<file path="src/hdl/v2m_pkg.sv">
// shared types, constants and helper functions of the 2d vector math unit
`timescale 1ns / 1ps
package v2m_pkg;

	localparam int CORDIC_STEPS_DEF = 24;
	localparam int FRAC_BITS_DEF = 16;

	// cordic datapath width, split point of the gain multiply, magnitude width
	localparam int CW = 36;
	localparam int CW_LO = 18;
	localparam int MW = 34;
	localparam int SAT_W = 72;

	// reciprocal of the cordic gain in q0.30
	localparam logic [29:0] INV_GAIN = 30'd652032874;
	localparam logic [31:0] HALF_TURN = 32'h8000_0000;
	localparam logic [31:0] QUARTER_TURN = 32'h4000_0000;

	typedef enum logic [2:0] {
		OP_ROTATE,
		OP_POLAR,
		OP_MAG_ANGLE,
		OP_NORMALIZE,
		OP_DOT,
		OP_DISTANCE,
		OP_LERP,
		OP_ANGLE_BETWEEN
	} op_t;

	typedef struct packed {
		op_t                op;
		logic signed [31:0] first_x;
		logic signed [31:0] first_y;
		logic signed [31:0] second_x;
		logic signed [31:0] second_y;
		logic signed [31:0] angle;
		logic signed [31:0] weight;
	} req_t;

	typedef struct packed {
		logic signed [31:0] result_x;
		logic signed [31:0] result_y;
		logic signed [31:0] scalar;
		logic signed [31:0] result_angle;
		logic               fault;
	} res_t;

	typedef struct packed {
		logic signed [CW-1:0] x;
		logic signed [CW-1:0] y;
		logic [31:0]          z;
		logic                 vec;
	} cordic_t;

	typedef struct packed {
		op_t                op;
		logic signed [31:0] ax;
		logic signed [31:0] ay;
		logic signed [31:0] bx;
		logic signed [31:0] by;
		logic signed [31:0] w;
		logic               zero_a;
		logic               zero_b;
		logic               zero_d;
	} side_t;

	typedef struct packed {
		op_t                  op;
		logic signed [CW-1:0] gx;
		logic signed [CW-1:0] gy;
		logic [31:0]          za;
		logic [31:0]          zb;
		logic signed [31:0]   dot;
		logic signed [31:0]   lerp_x;
		logic signed [31:0]   lerp_y;
		logic signed [31:0]   ax;
		logic signed [31:0]   ay;
		logic                 zero_a;
		logic                 zero_b;
		logic                 zero_d;
	} post_t;

	// atan(2^-i) as a binary angle
	function automatic logic [31:0] atan_entry(input logic [4:0] i);
		logic [31:0] a;
		case (i)
			5'd0:  a = 32'd536870912;
			5'd1:  a = 32'd316933406;
			5'd2:  a = 32'd167458907;
			5'd3:  a = 32'd85004756;
			5'd4:  a = 32'd42667331;
			5'd5:  a = 32'd21354465;
			5'd6:  a = 32'd10679838;
			5'd7:  a = 32'd5340245;
			5'd8:  a = 32'd2670163;
			5'd9:  a = 32'd1335087;
			5'd10: a = 32'd667544;
			5'd11: a = 32'd333772;
			5'd12: a = 32'd166886;
			5'd13: a = 32'd83443;
			5'd14: a = 32'd41722;
			5'd15: a = 32'd20861;
			5'd16: a = 32'd10430;
			5'd17: a = 32'd5215;
			5'd18: a = 32'd2608;
			5'd19: a = 32'd1304;
			5'd20: a = 32'd652;
			5'd21: a = 32'd326;
			5'd22: a = 32'd163;
			5'd23: a = 32'd81;
			5'd24: a = 32'd41;
			5'd25: a = 32'd20;
			5'd26: a = 32'd10;
			5'd27: a = 32'd5;
			5'd28: a = 32'd3;
			5'd29: a = 32'd1;
			5'd30: a = 32'd1;
			5'd31: a = 32'd0;
		endcase
		return a;
	endfunction

	// clip to the int32 range
	function automatic logic signed [31:0] sat32(input logic signed [SAT_W-1:0] v);
		logic [SAT_W-32:0] hi;
		hi = v[SAT_W-1:31];
		if ((&hi) || !(|hi))
			return v[31:0];
		return v[SAT_W-1] ? 32'sh8000_0000 : 32'sh7fff_ffff;
	endfunction

endpackage

</file>
<file path="src/hdl/v2m_cordic_stage.sv">
// one registered cordic iteration, rotation or vectoring mode
`timescale 1ns / 1ps
module v2m_cordic_stage #(
	parameter int SHIFT = 0
) (
	input  logic              clk,
	input  logic              en,
	input  v2m_pkg::cordic_t  stage,
	output v2m_pkg::cordic_t  stage_s
);

	logic signed [v2m_pkg::CW-1:0] xs;
	logic signed [v2m_pkg::CW-1:0] ys;
	logic [31:0]                   a;
	logic                          neg;
	v2m_pkg::cordic_t              nxt;

	always_comb begin
		xs  = $signed(stage.x) >>> SHIFT;
		ys  = $signed(stage.y) >>> SHIFT;
		a   = v2m_pkg::atan_entry(5'(SHIFT));
		// vectoring drives y to zero, rotation drives z to zero
		neg = stage.vec ? ~stage.y[v2m_pkg::CW-1] : stage.z[31];
		nxt.vec = stage.vec;
		if (neg) begin
			nxt.x = stage.x + ys;
			nxt.y = stage.y - xs;
			nxt.z = stage.z + a;
		end else begin
			nxt.x = stage.x - ys;
			nxt.y = stage.y + xs;
			nxt.z = stage.z - a;
		end
	end

	always_ff @(posedge clk) begin
		if (en)
			stage_s <= nxt;
	end

endmodule

</file>
<file path="config.mk">
export PLATFORM = sky130hd
export DESIGN_NAME = v2m_cordic_stage
export DESIGN_NICKNAME = d
export VERILOG_FILES = /design/src/hdl/v2m_pkg.sv /design/src/hdl/v2m_cordic_stage.sv
export SDC_FILE = /design/constraint.sdc
export NUM_CORES = 1
export LEC_CHECK = 0
export BUFFER_PORTS_ARGS = -buffer_cell sky130_fd_sc_hd__buf_2
export CELL_PAD_IN_SITES_DETAIL_PLACEMENT = 1
export CELL_PAD_IN_SITES_GLOBAL_PLACEMENT = 1
export CORE_MARGIN = 5
export CORE_UTILIZATION = 42
export DETAILED_ROUTE_END_ITERATION = 6
export PLACE_DENSITY = 0.78
export SETUP_SLACK_MARGIN = 0.02
export SLEW_MARGIN = 15
export SYNTH_ARGS = -nofsm -noshare
export SYNTH_HDL_FRONTEND = slang
export SYNTH_SLANG_ARGS = --single-unit
</file>
<file path="constraint.sdc">
create_clock -name clk -period 3.5 [get_ports clk]
set_clock_uncertainty 0.2 [all_clocks]
set_input_delay 0 -clock clk [delete_from_list [all_inputs] [get_ports clk]]
set_output_delay 0 -clock clk [all_outputs]
set_load 0.01 [all_outputs]
</file>
==> impl_metrics.py <==
metrics = {
    "run_status": {
        "status": "complete, no violations",
    },
    "worst_setup_path": {
        "path_common_cell": "a31oi_1",
        "crit_path_end_kind": "flip-flop",
        "crit_chain": "buf_2 > inv_1 > ha_1 > fa_1 > nand2b_1 > a211oi_1 > o221ai_1 > a2111oi_0 > nor2_1 > o21ai_1 > a31oi_1 > a31oi_1 > xnor2_1",
        "slowest_delay_ps": 450,
        "cp-start-kind": "input pin",
        "crit_type": "in2reg",
        "cp_data_arrival_time_ps": 3130,
        "cp.required_ps": 3440,
        "path_max_fanout": 4,
        "slowest_stage": "a2111oi_0",
    },
    "cells_and_area": {
        "regArea_mm2": 0.00312,
        "top_regs": "stage_s: 104 flops",
        "fin_nets": 1610,
        "fin_util_pct": 53.3,
        "fill_cells": 2741,
        "finish.instance_area_mm2": 0.0121,
        "regMostFlops": "stage_s",
        "area_growth_pct": 24.9,
        "multiInputGateArea_mm2": 0.00586,
        "drive_gt1_share_pct": 23.2,
        "largest_reg_flops": 104,
    },
    "cts": {
        "path_clk_slew_ps": 100,
        "clockBufferDepth": 2,
        "cts_made_buffers": 9,
        "cts_max_level": 3,
        "post_cts_buffers": 0,
        "cts_root_buf": "clkbuf_16",
        "cts.sinks": 104,
        "cts_tree": "done",
    },
    "global_routing": {
        "gr-total-overflow": 0,
        "grt_pass1_vias": 10085,
        "grt_usage_pct": 26.8,
        "grtUsageMet2_pct": 46.1,
        "use_met1_pct": 35.4,
        "use_met3_pct": 4.34,
        "top_usage_layer": "met2",
        "antenna_found_initial": 4,
        "grt_start_max_net_pins": 63,
        "grt_pass1_wl_um": 56200,
    },
    "detailed_routing": {
        "ant_nets": 0,
        "drt_drc_violations_left": 0,
        "totalWireLength_um": 36100,
        "drtIter0Drc": 659,
        "wl_per_cell_um": 21.4,
        "via_count": 9639,
        "dr.pass1.iters": 5,
        "viasPerCell": 5.72,
    },
    "hold_path": {
        "hp-class": "in2reg",
    },
    "floorplan": {
        "row_count": 55,
        "die_w_um": 162,
        "ioPinCount": 212,
        "die_y_um": 162,
        "die_area_mm2": 0.0262,
        "core_area_mm2": 0.0226,
        "floorplan.initialDensity_pct": 42.7,
    },
    "sta": {
        "max_slew_margin_pct": 47.0,
        "finalSetupViolations": 0,
        "grt_setup_unrepaired": "false",
        "period_needed_ps": 3190,
        "setup_slack_ps": 306,
        "maxSlewViolCount": 0,
        "finalHoldViolCount": 0,
        "post-route-period-util_pct": 91.3,
        "whs_ps": 15.2,
        "tightest_slew_ps": 795,
        "fmax_ghz": 0.313,
    },
    "placement": {
        "place_area_mm2": 0.0114,
        "numPortBuffers": 211,
        "dp_slack_ps": -14.3,
        "dpl.hpwl_um": 27400,
        "place.gp.congestion": 0.955,
    },
    "synthesis": {
        "synth_cells": 1118,
        "ys.flop_type": "edfxtp_1",
        "ys_ff_latch": 104,
        "yosysUniqueCellTypes": 76,
        "async_reset_ff_share_pct": 0,
        "syn_area_mm2": 0.00967,
        "syn_avg_cell_area_um2": 8.65,
        "synth_fp_nets": 1334,
        "synth-seq-area-share_pct": 32.3,
        "yosysWarnings": 0,
        "synth_edf_count": 104,
    },
    "pwr": {
        "max-vdd-ir-drop_mv": 0.323,
        "p_per_area_mw_per_mm2": 387,
        "power_mw": 4.67,
        "leakagePower_nw": 5.35,
    },
    "flow_run": {
        "max_cap_viol_count": 0,
    },
}
-- what timing repair did --
item,in CTS,in global routing
hold buffers,39,0
endpoints found under the hold margin,52,0
gates resized for setup,0,0
-- per-stage QoR --
step | instances | setup TNS, ps
final | 1686 | 0
after global placement | 1629 | 0
after detailed placement | 1629 | -14.3
after CTS | 1684 | 0
after global routing | 1686 | 0
after floorplan | 1118 | 0
-- kinds of logic (layout without fill, tap and decap cells) --
kind of cell | Yosys count | after routing | share of synthesized area, %
buffers and inverters | 174 | 455 | 7.07
flip-flops | 104 | 104 | 32.3
AO/OA/AOI/OAI | 370 | 370 | 24.8
adder cells (fa/ha/maj) | 109 | 109 | 14.4
XOR/XNOR | 70 | 70 | 6.34
multiplexers | 13 | 13 | 1.36
other | 0 | 2 | 0
AND/OR/NAND/NOR | 278 | 278 | 13.7
-- worst paths after layout --
check | startpoint | endpoint | slack [ps] | cells after the start
worst max-delay path | stage[69] | stage_s[97] | 310 | 13
worst min-delay path | stage[56] | stage_s[56] | 20 | 4
-- worst max-delay path, delay by kind of cell --
| kind | cells | cell delay (ps) |
|---|---|---|
| fa+ha+maj | 2 | 670 |
| simple gates | 2 | 340 |
| compound gates | 6 | 1880 |
| xor+xnor | 1 | 90 |
| buf+inv | 2 | 170 |
-- Yosys cell counts (9+ instances only) --
master | number | area (µm²)
nor2_1 | 100 | 375
a211oi_1 | 18 | 135
o211ai_1 | 13 | 97.6
ha_1 | 105 | 1310
edfxtp_1 | 104 | 3120
or3_1 | 9 | 56.3
nand4_1 | 14 | 87.6
clkbuf_1 | 30 | 113
nand2_1 | 51 | 191
o21ai_0 | 59 | 295
nor4_1 | 10 | 62.6
mux2i_1 | 12 | 120
nor3_1 | 25 | 125
nand3_1 | 20 | 100
nor2b_1 | 14 | 87.6
xor2_1 | 11 | 96.3
a21o_1 | 19 | 143
buf_2 | 12 | 60.1
nand2b_1 | 18 | 113
a31oi_1 | 12 | 75.1
a21oi_1 | 137 | 686
inv_1 | 116 | 435
xnor2_1 | 59 | 517
o31ai_1 | 11 | 82.6
o21bai_1 | 26 | 195
-- cell type report --
cell class              count  area share, %
multi-input cells         840           48.5
inverters                 121           3.76
repair buffers            318           16.2
clock inverters             7          0.736
diodes                      2         0.0415
well taps                 285           2.95
clock buffers               9           1.87
flip-flops and latches    104           25.9
-- power by group --
part / switching, mW / total, mW / internal (mW)
registers: 0.0619 / 1.68 / 1.62
clock network: 0.605 / 1.13 / 0.523
logic: 1.12 / 1.86 / 0.736
total: 1.79 / 4.67 / 2.88
-- layout by cell type, fill, tap and decap left out, types with 18 or more instances in the layout --
| cell type | netlist | layout |
|---|---|---|
| ha_1 | 105 | 105 |
| o21bai_1 | 26 | 26 |
| o21ai_0 | 59 | 59 |
| a211oi_1 | 18 | 18 |
| buf_4 | 2 | 69 |
| edfxtp_1 | 104 | 104 |
| nor2_1 | 100 | 100 |
| nor3_1 | 25 | 25 |
| a21oi_1 | 137 | 137 |
| nand3_1 | 20 | 20 |
| inv_1 | 116 | 115 |
| a21o_1 | 19 | 18 |
| dlygate4sd3_1 | 0 | 39 |
| xnor2_1 | 59 | 59 |
| buf_2 | 12 | 210 |
| nand2_1 | 51 | 51 |
| nand2b_1 | 18 | 18 |
-- routing by layer --
layer,wire length [µm],vias to the layer above,part of all wire [%]
li1,-,4551,-
met1,16000,4696,44
met2,17500,335,48
met3,1930,53,5.3
met4,722,4,2.0
met5,25,-,0.069
No activity file was read; power rests on OpenSTA's default activity.
