[src/hdl/v2m_pkg.sv]
// shared types, constants and helper functions of the 2d vector math unit
`timescale 1ns / 1ps
package v2m_pkg;

	localparam int CORDIC_STEPS_DEF = 24;
	localparam int FRAC_BITS_DEF = 16;

	// cordic datapath width, split point of the gain multiply, magnitude width
	localparam int CW = 36;
	localparam int CW_LO = 18;
	localparam int MW = 34;
	localparam int SAT_W = 72;

	// reciprocal of the cordic gain in q0.30
	localparam logic [29:0] INV_GAIN = 30'd652032874;
	localparam logic [31:0] HALF_TURN = 32'h8000_0000;
	localparam logic [31:0] QUARTER_TURN = 32'h4000_0000;

	typedef enum logic [2:0] {
		OP_ROTATE,
		OP_POLAR,
		OP_MAG_ANGLE,
		OP_NORMALIZE,
		OP_DOT,
		OP_DISTANCE,
		OP_LERP,
		OP_ANGLE_BETWEEN
	} op_t;

	typedef struct packed {
		op_t                op;
		logic signed [31:0] first_x;
		logic signed [31:0] first_y;
		logic signed [31:0] second_x;
		logic signed [31:0] second_y;
		logic signed [31:0] angle;
		logic signed [31:0] weight;
	} req_t;

	typedef struct packed {
		logic signed [31:0] result_x;
		logic signed [31:0] result_y;
		logic signed [31:0] scalar;
		logic signed [31:0] result_angle;
		logic               fault;
	} res_t;

	typedef struct packed {
		logic signed [CW-1:0] x;
		logic signed [CW-1:0] y;
		logic [31:0]          z;
		logic                 vec;
	} cordic_t;

	typedef struct packed {
		op_t                op;
		logic signed [31:0] ax;
		logic signed [31:0] ay;
		logic signed [31:0] bx;
		logic signed [31:0] by;
		logic signed [31:0] w;
		logic               zero_a;
		logic               zero_b;
		logic               zero_d;
	} side_t;

	typedef struct packed {
		op_t                  op;
		logic signed [CW-1:0] gx;
		logic signed [CW-1:0] gy;
		logic [31:0]          za;
		logic [31:0]          zb;
		logic signed [31:0]   dot;
		logic signed [31:0]   lerp_x;
		logic signed [31:0]   lerp_y;
		logic signed [31:0]   ax;
		logic signed [31:0]   ay;
		logic                 zero_a;
		logic                 zero_b;
		logic                 zero_d;
	} post_t;

	// atan(2^-i) as a binary angle
	function automatic logic [31:0] atan_entry(input logic [4:0] i);
		logic [31:0] a;
		case (i)
			5'd0:  a = 32'd536870912;
			5'd1:  a = 32'd316933406;
			5'd2:  a = 32'd167458907;
			5'd3:  a = 32'd85004756;
			5'd4:  a = 32'd42667331;
			5'd5:  a = 32'd21354465;
			5'd6:  a = 32'd10679838;
			5'd7:  a = 32'd5340245;
			5'd8:  a = 32'd2670163;
			5'd9:  a = 32'd1335087;
			5'd10: a = 32'd667544;
			5'd11: a = 32'd333772;
			5'd12: a = 32'd166886;
			5'd13: a = 32'd83443;
			5'd14: a = 32'd41722;
			5'd15: a = 32'd20861;
			5'd16: a = 32'd10430;
			5'd17: a = 32'd5215;
			5'd18: a = 32'd2608;
			5'd19: a = 32'd1304;
			5'd20: a = 32'd652;
			5'd21: a = 32'd326;
			5'd22: a = 32'd163;
			5'd23: a = 32'd81;
			5'd24: a = 32'd41;
			5'd25: a = 32'd20;
			5'd26: a = 32'd10;
			5'd27: a = 32'd5;
			5'd28: a = 32'd3;
			5'd29: a = 32'd1;
			5'd30: a = 32'd1;
			5'd31: a = 32'd0;
		endcase
		return a;
	endfunction

	// clip to the int32 range
	function automatic logic signed [31:0] sat32(input logic signed [SAT_W-1:0] v);
		logic [SAT_W-32:0] hi;
		hi = v[SAT_W-1:31];
		if ((&hi) || !(|hi))
			return v[31:0];
		return v[SAT_W-1] ? 32'sh8000_0000 : 32'sh7fff_ffff;
	endfunction

endpackage

[src/hdl/v2m_div_stage.sv]
// one registered restoring division step for the x and y quotients
`timescale 1ns / 1ps
module v2m_div_stage #(
	parameter int DB = 48
) (
	input  logic                              clk,
	input  logic                              en,
	input  logic [v2m_pkg::MW-1:0]            divisor,
	input  logic [1:0][v2m_pkg::MW-1:0]       rem,
	input  logic [1:0][DB-1:0]                nq,
	output logic [v2m_pkg::MW-1:0]            divisor_s,
	output logic [1:0][v2m_pkg::MW-1:0]       rem_s,
	output logic [1:0][DB-1:0]                nq_s
);

	logic [1:0][v2m_pkg::MW:0]   t;
	logic [1:0][v2m_pkg::MW:0]   diff;
	logic [1:0]                  ge;
	logic [1:0][v2m_pkg::MW-1:0] rem_n;
	logic [1:0][DB-1:0]          nq_n;

	// dividend bits leave at the top of nq while quotient bits enter below
	always_comb begin
		for (int k = 0; k < 2; k++) begin
			t[k]     = {rem[k], nq[k][DB-1]};
			diff[k]  = t[k] - {1'b0, divisor};
			ge[k]    = t[k] >= {1'b0, divisor};
			rem_n[k] = ge[k] ? diff[k][v2m_pkg::MW-1:0] : t[k][v2m_pkg::MW-1:0];
			nq_n[k]  = {nq[k][DB-2:0], ge[k]};
		end
	end

	always_ff @(posedge clk) begin
		if (en) begin
			divisor_s <= divisor;
			rem_s     <= rem_n;
			nq_s      <= nq_n;
		end
	end

endmodule

[config.mk]
export PLATFORM = sky130hd
export DESIGN_NAME = v2m_div_stage
export DESIGN_NICKNAME = d
export VERILOG_FILES = /design/src/hdl/v2m_pkg.sv /design/src/hdl/v2m_div_stage.sv
export SDC_FILE = /design/constraint.sdc
export NUM_CORES = 1
export LEC_CHECK = 0
export ABC_CLOCK_PERIOD_IN_PS = 5600
export BUFFER_PORTS_ARGS = -buffer_cell sky130_fd_sc_hd__buf_2
export CORE_ASPECT_RATIO = 0.75
export CORE_MARGIN = 2
export CORE_UTILIZATION = 45
export CTS_CLUSTER_SIZE = 20
export DETAILED_ROUTE_END_ITERATION = 8
export PLACE_DENSITY = 0.74
export REMOVE_ABC_BUFFERS = 1
export SKIP_LAST_GASP = 1
export SLEW_MARGIN = 0
export SYNTH_ARGS = -nofsm -noshare
export SYNTH_HDL_FRONTEND = slang
export SYNTH_SLANG_ARGS = --single-unit
[constraint.sdc]
create_clock -name clk -period 5.6 [get_ports clk]
set_input_delay 1.12 -clock clk [delete_from_list [all_inputs] [get_ports clk]]
set_output_delay 1.12 -clock clk [all_outputs]
set_load 0.005 [all_outputs]
==> results.md, run 1 <==
CTS:
- The longest clock path from root to sink contains 2 buffers.
- The cell at the root of the clock tree is clkbuf_16.
- The CTS tree is done.
- The TritonCTS buffer count is 17.
- The hold buffer count at cts is 0.
- The total of cells resized after clock tree synthesis is 0.
- The clock drives 198 sinks.
- The number of setup buffers added after CTS is 0.
- Clock-pin slew was measured on the worst setup and hold paths at 0.08 ns.
- The CTS H-tree depth is 4.

Drt:
- The detailed-routing wirelength on met1 is 13.1 mm.
- The routed length per instance is 19.3 um.
- The highest routing layer actually used is met5.
- The routed layout has 8196 vias.
- The remaining number of nets flagged by the antenna check after routing is 0.
- The wire length on met2 is 14.5 mm.
- The number of remaining DRC errors is 0.
- The total length of routed wires is 30.0 mm.
- The number of DRC markers in iteration 0 is 506.
- The first detailed-routing pass ran for 5 iterations.
- Summed over all nets, wire length on met3 after detailed routing comes to 1.87 mm.
- Using the TritonRoute via totals, the vias-per-cell ratio works out to 5.28.

Pwr:
- The share of total power dissipated in combinational logic is 22.7%.
- The clock network is responsible for 30.9% of the overall power.
- The switching fraction of total power is 28.3%.
- The proportion of power drawn by flip-flops and latches is 46.4%.
- The worst-case IR drop observed on VDD is 0.000217 V.
- The internal portion of the total power is 0.00289 W.
- The power per unit of standard cell area is 300 nW/um^2.
- In this run the power spent charging and discharging nets is 0.00114 W.
- Summed over all cells, the static leakage comes to 6.14 nW.

Worst setup path:
- The critical path launch point type is a primary input.
- The biggest fanout along the worst timing path is 31.
- The critical path runs through a total of 13 cells.
- STA classifies the critical path endpoint as a register.
- The number of buffers and inverters on the critical path is 3.
- STA puts the critical path data arrival time at 4.66 ns.
- At the worst endpoint, the required time is 5.78 ns.
- The signal on the critical path passes through buf_2, inv_1, ha_1, nor2b_1, o21a_1, a21o_1, a211o_1, a311oi_2, or3_4, a21oi_2, a31oi_4, inv_2, mux2_2.
- The classification of the worst setup path is primary input to register.
- Broken down by cell family, the worst path's largest delay share belongs to compound AO/OA/AOI/OAI gates.
- On the critical path, the stage with the largest delay is an instance of inv_2.
- For this run, the slowest stage of the critical path takes 0.76 ns.

Logic synthesis:
- The main flop type after synthesis is edfxtp_1.
- The count of flip-flops with a built-in enable after synthesis is 198.
- The cell accounting for the most synthesized area is edfxtp_1.
- Of the total synthesized cell area, the portion taken by AND, OR, NAND and NOR gates is 6.94%.
- The async set or reset register ratio after synthesis is 0%.
- For this run, the register share of the synthesized area comes to 56.7%.
- After synthesis, the largest family of logic cells by area is compound AO/OA/AOI/OAI gates.
- The synthesized netlist cell count is 836.
- Of the total synthesized cell area, the portion taken by full adders, half adders and majority gates is 8.50%.
- Summed over its instances, the top area cell type makes up 56.7% of the synthesized netlist area.
- The synthesized netlist occupies a cell area of 10500 um^2.
- The number of unique standard cell types used by synthesis is 62.
- The total of flip-flops plus latches after synthesis is 198.
- The mux share of post-synthesis cell area is 5.09%.
- Of the total synthesized cell area, the portion taken by XOR and XNOR cells is 4.60%.
- Summing the areas of all compound-gate instances in the mapped netlist gives 14.9% of the synthesized area.
- For this run, the number of Yosys warnings is 0.
- The average footprint of a synthesized cell is 12.5 um^2.
- Ranked by total cell area, the synthesized netlist is headed by edfxtp_1, ha_1, a21oi_1.

Layout:
- Leaving out fill and tap cells, the most frequent cells in the layout are buf_2, edfxtp_1, a21oi_1, ha_1, inv_1.
- Cells fill 58.4% of the core in the end.
- The fraction of final layout cells sized beyond drive strength 1 is 38.4%.
- The final layout contains 1507 nets.
- From synthesis to final layout, the design area changed by 27.8%.
- The most common cell after layout, fill and taps aside is buf_2.

GRT:
- The wire length of the first global-routing pass is 44.2 mm.
- Entering global routing, the biggest net connects 112 pins.
- The number of antenna violations at the first check in global routing was 4.
- Global routing finished with a remaining overflow of 0.
- In the global route stage, overall resource usage came out at 23.6%.
- The number of global-route vias before repair is 7925.

STA:
- The hold violation count in the final report is 0.
- For the finished layout, the period the worst path requires is 4.48 ns.
- The minimum hold slack is 0.850 ns.
- Measured against its own limit, the worst slew margin works out to 33.0%.
- Dividing the final minimum period by the clock period gives 80.0%.
- The total count of max-transition violations in the final report is 0.
- In the final timing run, aggregate negative setup slack is 0 ns.
- The fmax is 0.223 GHz.
- Setup repair after global routing left no endpoint under its margin.
- The slew of the pin with the lowest slew margin is 1.00 ns.
- Setup violations remaining at the end of the flow were counted as 0.

Min path:
- The count of cells along the worst hold path is 1.
- The worst hold path belongs to the class primary input to register.

Die:
- The starting density of the core is 45.7%.
- The chip height is 136 um.
- The die extent in x is 180 um.
- The floorplan row count is 48.
- Pin placement for this block handled 398 I/O pins.
- In this run the standard cell core region covers 22900 um^2.
- The floorplan step defined a die boundary enclosing 24500 um^2.

Placement:
- The half-perimeter wire length after detailed placement is 23.6 mm.
- At the end of routability-driven placement, the weighted congestion stood at 0.875.
- Input and output buffers added on the ports amount to 397.

Status:
- The run finished with clean final reports.

Flow run:
- The tool flagged a number of max-cap violations equal to 0.
## per-layer routing
metal / GRT usage, % / up-vias
li1: - / 3965
met1: 30.9 / 3889
met2: 39.9 / 309
met3: 5.28 / 29
met4: 6.77 / 4
met5: 0 / -
## state kept, by name, indices dropped and copies added (netlist names)
name,flops
nq_s,96
rem_s,68
divisor_s,34
## cell type report
type                    count  area (um^2)
fillers                  1929         9550
flip-flops and latches    198         5950
multi-input cells         554         4190
repair buffers            401         2040
clock buffers              17          425
well taps                 300          375
inverters                  65          244
clock inverters            15          163
diodes                      3         7.51
## path summary, 6_finish.rpt
path / endpoint / slack (ns) / startpoint
setup / recovery: rem_s[2] / 1.12 / divisor[1]
hold / removal: nq_s[95] / 0.85 / nq[94]
## logic make-up (layout without fill, tap and decap cells)
logic type,Yosys count,after routing
fa+ha+maj,70,70
mux,39,39
xor+xnor,55,55
buf+inv,84,498
other cells,0,3
simple gates,152,152
compound gates,238,238
flops,198,198
## synth_stat cells, types with 3 or more instances
| cell type | number |
|---|---|
| nand2_1 | 32 |
| o21bai_1 | 12 |
| xor2_1 | 18 |
| or3_1 | 3 |
| and3_1 | 6 |
| mux2_2 | 10 |
| nand3_1 | 11 |
| a31oi_1 | 9 |
| inv_1 | 63 |
| o31ai_1 | 6 |
| nor2b_1 | 6 |
| o21ai_0 | 31 |
| xnor2_1 | 37 |
| o211ai_1 | 4 |
| a2111oi_0 | 3 |
| nor3_1 | 10 |
| a211o_1 | 4 |
| buf_6 | 3 |
| nor4_1 | 3 |
| ha_1 | 68 |
| mux2_4 | 26 |
| a21boi_0 | 3 |
| a21o_1 | 47 |
| o21a_1 | 7 |
| a21oi_1 | 83 |
| edfxtp_1 | 198 |
| nand4_1 | 12 |
| a211oi_1 | 7 |
| clkbuf_1 | 12 |
| nor2_1 | 54 |
| o211a_1 | 3 |
| mux2i_1 | 3 |
| nand2b_1 | 5 |
## per-stage QoR
| step | total power, W | instance area [um^2] | setup WS [ns] | cells |
|---|---|---|---|---|
| after floorplan | 0.00240 | 10400 | 1.40 | 817 |
| after global placement | 0.00279 | 12800 | 0.686 | 1518 |
| after detailed placement | 0.00281 | 12800 | 0.665 | 1518 |
| after CTS | 0.00405 | 13400 | 1.13 | 1550 |
| after global routing | 0.00420 | 13400 | 0.860 | 1552 |
| final | 0.00402 | 13400 | 1.12 | 1553 |
## power groups by stage
stage	clock network (W)	logic, W	registers, W
floorplan	0	0.000479	0.00192
global placement	0	0.000891	0.00190
detailed placement	0	0.000909	0.00190
CTS	0.00127	0.000914	0.00187
global route	0.00133	0.000994	0.00188
finish	0.00124	0.000912	0.00187
Power figures use the tool's default switching activity.
==> run 2: changes to the inputs <==
ABC_AREA = 1   (was not set)
ABC_CLOCK_PERIOD_IN_PS = 3760   (was 5600)
PLACE_DENSITY = 0.75   (was 0.74)
clock period = 3.76 ns   (was 5.6 ns; I/O delays follow)
==> run 2 against run 1 <==
Compared with the run above: via count grew 35%; critical path type unchanged; critical endpoint is now rem_s[49]; clock power grew 45%; routed wire length grew 27%; clock-buffer cell count is 1 higher; sequential power grew 48%; non-clock buffer count is 1 lower; area after synthesis increased by 14%.
==> results.md, run 2 <==
Status:
- The flow ran to the end, and the final reports show no timing, DRC or antenna violations.

Logic synthesis:
- The total of flip-flops plus latches after synthesis is 198 (unchanged).
- The number of unique standard cell types used by synthesis is 30 (-52%).
- In the synthesized netlist the dominant register cell turns out to be edfxtp_1.
- The synthesized netlist cell count is 1445 (+73%).
- The sequential share of the synthesized area was 50.0% (-6.8 points).
- The count of flip-flops with a built-in enable after synthesis is 198 (unchanged).
- The number of synthesis warnings is 0 (unchanged).
- By area the synthesized netlist is led by edfxtp_1, nand2_1, ha_1.
- The top cell type's share of synthesized area is 50.0% (-6.8 points).
- The post-synthesis instance area is 11900 um^2 (+14%).
- The commonest cells after synthesis are nand2_1, inv_1, edfxtp_1.
- The async set or reset register ratio after synthesis came to 0% (unchanged).
- The average footprint of a synthesized cell is 8.24 um^2 (-34%).
- The biggest area contributor in the post-synthesis netlist is edfxtp_1.
- nand2_1 is the most common cell in the netlist.

Drt:
- The number of iterations in the first detailed-routing pass is 6 (+1).
- The remaining number of nets flagged by the antenna check after routing was 0 (unchanged).
- The via count normalized by instance count is 5.01 (-5.1%).
- The number of remaining DRC errors was 0 (unchanged).
- The routed length per instance is 17.3 um (-11%).
- The total via count in the routed design was 11100 (+35%).
- The number of DRC markers in iteration 0 came to 1006 (+99%).
- The total length of routed wires is 38.2 mm (+27%).

STA:
- The relative max-transition margin is 58.8% (+26 points).
- Static timing analysis puts the maximum clock frequency at 0.363 GHz.
- The routed design could run at a clock period as short as 2.76 ns.
- The final setup violation count is 0 (unchanged).
- The slew of the pin with the lowest slew margin was 0.611 ns (-0.394 ns).
- The total count of max-transition violations in the final report is 0 (unchanged).
- Setup repair after global routing left no endpoint under its margin.
- The final worst slack is 1.00 ns (-0.116 ns).
- In the finished design, the share of the clock period the worst path needs comes to 73.3%.
- The final-layout setup total negative slack was 0 ns (unchanged).
- The hold violation count in the final report is 0 (unchanged).

Layout:
- The register cell area after layout is 5950 um^2 (unchanged).
- The layout overhead on the synthesized area is 24.6%.
- The largest registers in the layout are nq_s x96, rem_s x68, divisor_s x34.
- The layout filler cell count was 2430 (+26%).
- The area occupied by multi-input gates is 4960 um^2 (+18%).
- The fraction of final layout cells sized beyond drive strength 1 is 24.9% (-14 points).
- The flip-flop count of the largest register after layout was 96 (unchanged).
- The largest register by flop count is nq_s.
- Leaving out fill and tap cells, the most frequent cell in the layout is nand2_1.
- The number of nets in the layout is 2122 (+41%).
- Leaving out fill and tap cells, the most frequent cells in the layout are nand2_1, buf_2, inv_1, edfxtp_1, nor2_1.

CTS:
- The clock transition at the registers of the reported paths is 0.08 ns (about the same).
- The CTS H-tree depth is 4 (unchanged).
- The hold buffer count at cts was 0 (unchanged).
- The total of cells resized after clock tree synthesis was 0 (unchanged).
- The cell at the root of the clock tree is clkbuf_16.
- The count of buffers added by post-CTS timing repair for setup is 0 (unchanged).
- The clock sink count came to 198 (unchanged).
- The TritonCTS buffer count is 17 (unchanged).
- The CTS tree is done.
- The buffer levels on the longest clock path is 2 (unchanged).

Die:
- The starting density of the core is 45.8% (+0.15 points).
- The chip height is 145 um (+6.4%).
- The area of the core is 26000 um^2 (+13%).
- The floorplan row count is 51 (+6.3%).
- The die extent in x came to 192 um (+6.4%).
- The full die area is 27800 um^2 (+13%).
- The number of I/O pins was 398 (unchanged).

Worst setup path:
- The biggest fanout along the worst timing path came to 37 (+19%).
- Among cell families on the critical path, the largest total delay comes from compound AO/OA/AOI/OAI gates.
- The worst path buffer plus inverter count came to 4 (+1).
- The endpoint kind of the worst setup timing path is a register.
- The cell with the largest stage delay on the worst path is ha_1.
- The classification of the worst setup path is primary input to register.
- The data arrival time of the critical path is 2.94 ns (-1.72 ns).
- The critical path goes through buf_2, inv_1, ha_1, inv_1, o21ai_0, nor2_1, o21ai_0, a21oi_2, nand2_8, inv_4, nand2_1, nand2_1.
- The data required time at the worst endpoint is 3.95 ns (-1.83 ns).
- The biggest cell delay along the critical path is 0.39 ns (-0.37 ns).
- The critical path launch point type is a primary input.

Pwr:
- The maximum vdd drop is 0.000341 V (+57%).
- The reported leakage power came to 7.69 nW (+25%).
- The post-layout total power was 0.00606 W (+51%).
- The power per unit of standard cell area is 408 nW/um^2 (+36%).

Min path:
- In this run the worst hold path is classified as primary input to register.
- The startpoint identified for the worst hold timing path is nq[48].
- For hold timing, the worst endpoint is nq_s[49].
- The count of cells along the worst hold path is 1 (unchanged).

Placement:
- The pre-CTS worst setup slack was 0.578 ns (-0.0869 ns).
- The half-perimeter wire length after detailed placement is 31.1 mm (+32%).
- The total of buffers placed on input and output ports came to 397 (unchanged).
- The final estimated routing congestion in global placement is 0.992 (+13%).

GRT:
- The number of antenna violations at the first check in global routing came to 3 (-1).
- The maximum number of pins on one net before global-route repair was 84 (-25%).
- The aggregate global-route resource usage was 26.8% (+3.2 points).
- The wire length of the first global-routing pass came to 55.3 mm (+25%).
- The total congestion overflow after global routing came to 0 (unchanged).
- The number of global-route vias before repair is 10100 (+27%).

Flow run:
- The number of max-cap violations is 0 (unchanged).
==> run 2: how the worst max path moves through the flow <==
stage	start	depth (start not counted)	slack [ns]	end
6_report	divisor[30]	12	1.00	rem_s[49]
5_1_grt	divisor[28]	12	0.85	rem_s[50]
4_1_cts	divisor[30]	12	1.05	rem_s[49]
3_5_place_dp	divisor[30]	12	0.58	rem_s[49]
3_3_place_gp	divisor[25]	14	0.56	rem_s[32]
2_1_floorplan	divisor[26]	13	1.23	rem_s[33]
==> run 2: final cells by class <==
type | count | share of cell area [%]
multi-input combinational | 1002 | 33.5
clock inverter | 14 | 0.911
timing repair buffer | 400 | 13.8
antenna | 1 | 0.0169
sequential | 198 | 40.1
clock buffer | 18 | 2.89
tap | 344 | 2.90
inverter | 233 | 5.93
==> run 2: kinds of logic (layout without fill, tap and decap cells) <==
group / after synthesis / in the layout / share of synthesized area (%)
xor gates and xnor gates: 36 / 36 / 2.65
DFF: 198 / 198 / 50.0
and+or+nand+nor: 812 / 812 / 27.8
AOI/OAI and AO/OA: 84 / 84 / 3.69
adders and majority gates: 70 / 70 / 7.49
other: 0 / 1 / 0
buffers and inverters: 245 / 665 / 8.37
==> run 2: power by group <==
| group | switching (W) | total [W] | internal, W | leakage [nW] |
|---|---|---|---|---|
| Combinational | 0.000930 | 0.00148 | 0.000553 | 5.48 |
| Sequential | 0.0000590 | 0.00277 | 0.00271 | 1.94 |
| Clock | 0.000922 | 0.00180 | 0.000882 | 0.276 |
| Total | 0.00191 | 0.00606 | 0.00415 | 7.69 |
==> run 2: per-stage QoR <==
stage | cells | cell area [um^2] | hold WS [ns] | util (%)
after floorplan | 1433 | 11800 | 0.851 | -
final | 2210 | 14800 | 0.474 | 57.1
after detailed placement | 2177 | 14300 | 0.930 | 54.9
after CTS | 2209 | 14800 | 0.457 | 57.1
after global placement | 2177 | 14300 | 0.929 | 54.9
after global routing | 2210 | 14800 | 0.453 | 57.1
==> run 2: layer usage <==
metal | share of wire, % | GRT usage, % | vias to the layer above | routed length, um
li1 | - | - | 5423 | -
met3 | 9.1 | 5.64 | 47 | 3460
met4 | 2.0 | 7.41 | 0 | 764
met2 | 44 | 41.0 | 503 | 16700
met1 | 45 | 38.5 | 5096 | 17200
met5 | 0 | 0 | - | 0
==> run 3: changes to the inputs <==
ABC_CLOCK_PERIOD_IN_PS = 2700   (was 3760)
PLACE_DENSITY = 0.73   (was 0.75)
clock period = 2.7 ns   (was 3.76 ns; I/O delays follow)
==> run 3 against run 2 <==
Compared with the run above: first-iteration DRC count increased by 2.8%; global-route usage barely moved; worst setup slack lost 0.60 ns; routed wire length grew 0.50%; final area is 4.4% higher; hold slack got worse by 0.21 ns; final cell count is 3.5% higher; non-clock buffer count grew 78; total power increased by 45%; critical path type unchanged; largest power group unchanged.
==> results.md, run 3 (same netlist as run 2, synthesis figures left out) <==
Pwr:
- The proportion of power drawn by flip-flops and latches is 44.0% (-1.7 points).
- The maximum vdd drop is 0.000463 V (+36%).
- The post-layout total power was 0.00877 W (+45%).
- The power per unit of standard cell area is 567 nW/um^2 (+39%).
- The relative contribution of combinational cells to total power is 25.1% (+0.6 points).
- The portion of total power attributed to the clock network was 30.9% (+1.1 points).
- The power spent charging and discharging nets is 0.00269 W (+41%).
- The switching fraction of total power is 30.7% (-0.86 points).
- The reported leakage power came to 8.10 nW (+5.2%).
- The design internal power came to 0.00608 W (+47%).

Layout:
- In the final layout, the registers with the most flip-flops are nq_s x96, rem_s x68, divisor_s x34.
- The utilization of the core after routing came to 59.6% (+2.5 points).
- The final standard cell count with taps included and fillers excluded is 2287 (+3.5%).
- The number of nets in the layout came to 2200 (+3.7%).
- nq_s holds more flip-flops than any other register.
- In the layout the commonest cells are nand2_1, buf_2, inv_1, edfxtp_1, nor2_1.
- Leaving out fill and tap cells, the most frequent cell in the layout is nand2_1.
- Compared with the post-synthesis result, the final layout area differs by 30.0%.
- The fraction of final layout cells sized beyond drive strength 1 is 27.9% (+3.0 points).
- The flip-flop count of the largest register after layout was 96 (unchanged).
- The antenna cell count is 0 (-1).

Die:
- The starting density of the core was 45.8% (unchanged).
- The die extent in x is 192 um (unchanged).
- The chip height is 145 um (unchanged).
- The number of I/O pins was 398 (unchanged).
- The floorplan row count was 51 (unchanged).
- The full die area is 27800 um^2 (unchanged).
- The area of the core was 26000 um^2 (unchanged).

CTS:
- The TritonCTS buffer count is 17 (unchanged).
- The buffer levels on the longest clock path is 2 (unchanged).
- The total of cells resized after clock tree synthesis is 0 (unchanged).
- The count of buffers added by post-CTS timing repair for setup is 0 (unchanged).
- The clock transition at the registers of the reported paths is 0.08 ns (about the same).
- The hold buffer count at cts is 0 (unchanged).
- The CTS H-tree depth is 4 (unchanged).
- The clock sink count is 198 (unchanged).
- The cell at the root of the clock tree is clkbuf_16.
- TritonCTS built the clock tree.

STA:
- The minimum hold slack is 0.268 ns (-0.206 ns).
- The hold violation count in the final report came to 0 (unchanged).
- The clock period could shrink to 2.30 ns.
- Setup repair after global routing left no endpoint under its margin.
- Derived from the worst setup path, the maximum achievable clock frequency is 0.435 GHz.
- The total count of max-transition violations in the final report was 0 (unchanged).
- The slew of the pin with the lowest slew margin is 0.399 ns (-0.212 ns).
- The relative max-transition margin is 73.4% (+15 points).
- The final-layout setup total negative slack is 0 ns (unchanged).
- The share of the clock period used by the worst path after layout is 85.1%.
- The final setup violation count is 0 (unchanged).

Flow run:
- The number of max-cap violations is 0 (unchanged).

Drt:
- The total length of routed wires is 38.4 mm (+0.50%).
- The remaining number of nets flagged by the antenna check after routing is 0 (unchanged).
- The number of remaining DRC errors came to 0 (unchanged).
- The routed length per instance is 16.8 um (-2.9%).
- The number of iterations in the first detailed-routing pass is 5 (-1).
- The number of DRC markers in iteration 0 is 1034 (+2.8%).
- The total via count in the routed design is 11200 (+1.2%).
- The via count normalized by instance count was 4.90 (-2.2%).

Min path:
- The path class of the tightest hold or removal check is primary input to register.
- The startpoint identified for the worst hold timing path is nq[71].

Worst setup path:
- The worst setup path is captured at a register.
- The start point of the critical path is divisor[1].
- The biggest fanout along the worst timing path came to 4 (-89%).
- The classification of the worst setup path is primary input to register.
- The critical path launch point type is a primary input.
- The data arrival time of the critical path is 2.49 ns (-0.45 ns).
- The data required time at the worst endpoint is 2.89 ns (-1.06 ns).

Placement:
- The final estimated routing congestion in global placement is 0.971 (-2.1%).
- The instance count after placement with tap cells included came to 2255 (+3.6%).
- The half-perimeter wire length after detailed placement was 31.4 mm (+1.1%).
- The total of buffers placed on input and output ports is 397 (unchanged).

GRT:
- The maximum number of pins on one net before global-route repair came to 55 (-35%).
- The met2 usage in global routing is 41.2% (+0.17 points).
- The aggregate global-route resource usage is 26.8% (about the same).
- The number of antenna violations at the first check in global routing came to 0 (-3).
- The total congestion overflow after global routing came to 0 (unchanged).
- The wire length of the first global-routing pass is 55.6 mm (+0.52%).
- The met1 layer usage reported by global route is 39.9% (+1.4 points).
- The number of global-route vias before repair came to 10200 (+1.4%).
- The met3 routing resource usage after global routing is 4.90% (-0.75 points).
- The global-route layer with the greatest usage is met2.

Status:
- The flow ran to the end, and the final reports show no timing, DRC or antenna violations.
## run 3: cell types whose count changed in the layout (fill, tap and decap cells not counted), sizes merged
cell / before / now
buf: 399 / 477
bufinv: 0 / 2
diode: 1 / 0
inv: 240 / 238
## run 3: path summary, 6_finish.rpt
check                       end  slack [ns]  cells after the start
worst max-delay path  rem_s[58]        0.40                     14
worst min-delay path   nq_s[72]        0.27                      1
## run 3: area by class of cell
| type | instances | area (um^2) |
|---|---|---|
| fillers | 2378 | 10500 |
| flip-flops and latches | 198 | 5950 |
| multi-input cells | 1002 | 4960 |
| repair buffers | 478 | 2640 |
| inverters | 233 | 880 |
| well taps | 344 | 430 |
| clock buffers | 18 | 429 |
| clock inverters | 14 | 185 |
## run 3: routing by layer
layer | wire (um) | part of all wire (%) | vias up
met5 | 0 | 0 | -
met4 | 388 | 1.0 | 0
met3 | 3310 | 8.6 | 32
met2 | 17000 | 44 | 484
met1 | 17600 | 46 | 5111
li1 | - | - | 5574
## run 3: stage by stage
step,instance area (um^2),setup slack (ns)
finish,15500,0.402
global route,15500,0.226
CTS,15500,0.460
detailed placement,14900,0.00652
global placement,14900,0.00840
floorplan,11800,0.384
## run 3: power groups by stage
stage | clock network [W] | logic [W] | registers, W
after floorplan | 0 | 0.00105 | 0.00397
after global placement | 0 | 0.00215 | 0.00393
after detailed placement | 0 | 0.00217 | 0.00393
after CTS | 0.00275 | 0.00218 | 0.00386
after global routing | 0.00285 | 0.00244 | 0.00389
final | 0.00271 | 0.00220 | 0.00386
## run 3: worst max-delay path, stage by stage
cell,delay [ns]
buf_2,0.09
inv_1,0.14
buf_4,0.19
fa_1,0.46
nand3_1,0.10
nand3_1,0.14
nand2_1,0.09
nand2_1,0.09
nand2_1,0.08
nand2_1,0.15
nand3_1,0.16
nand3b_1,0.09
nand3_1,0.11
nand2_1,0.06
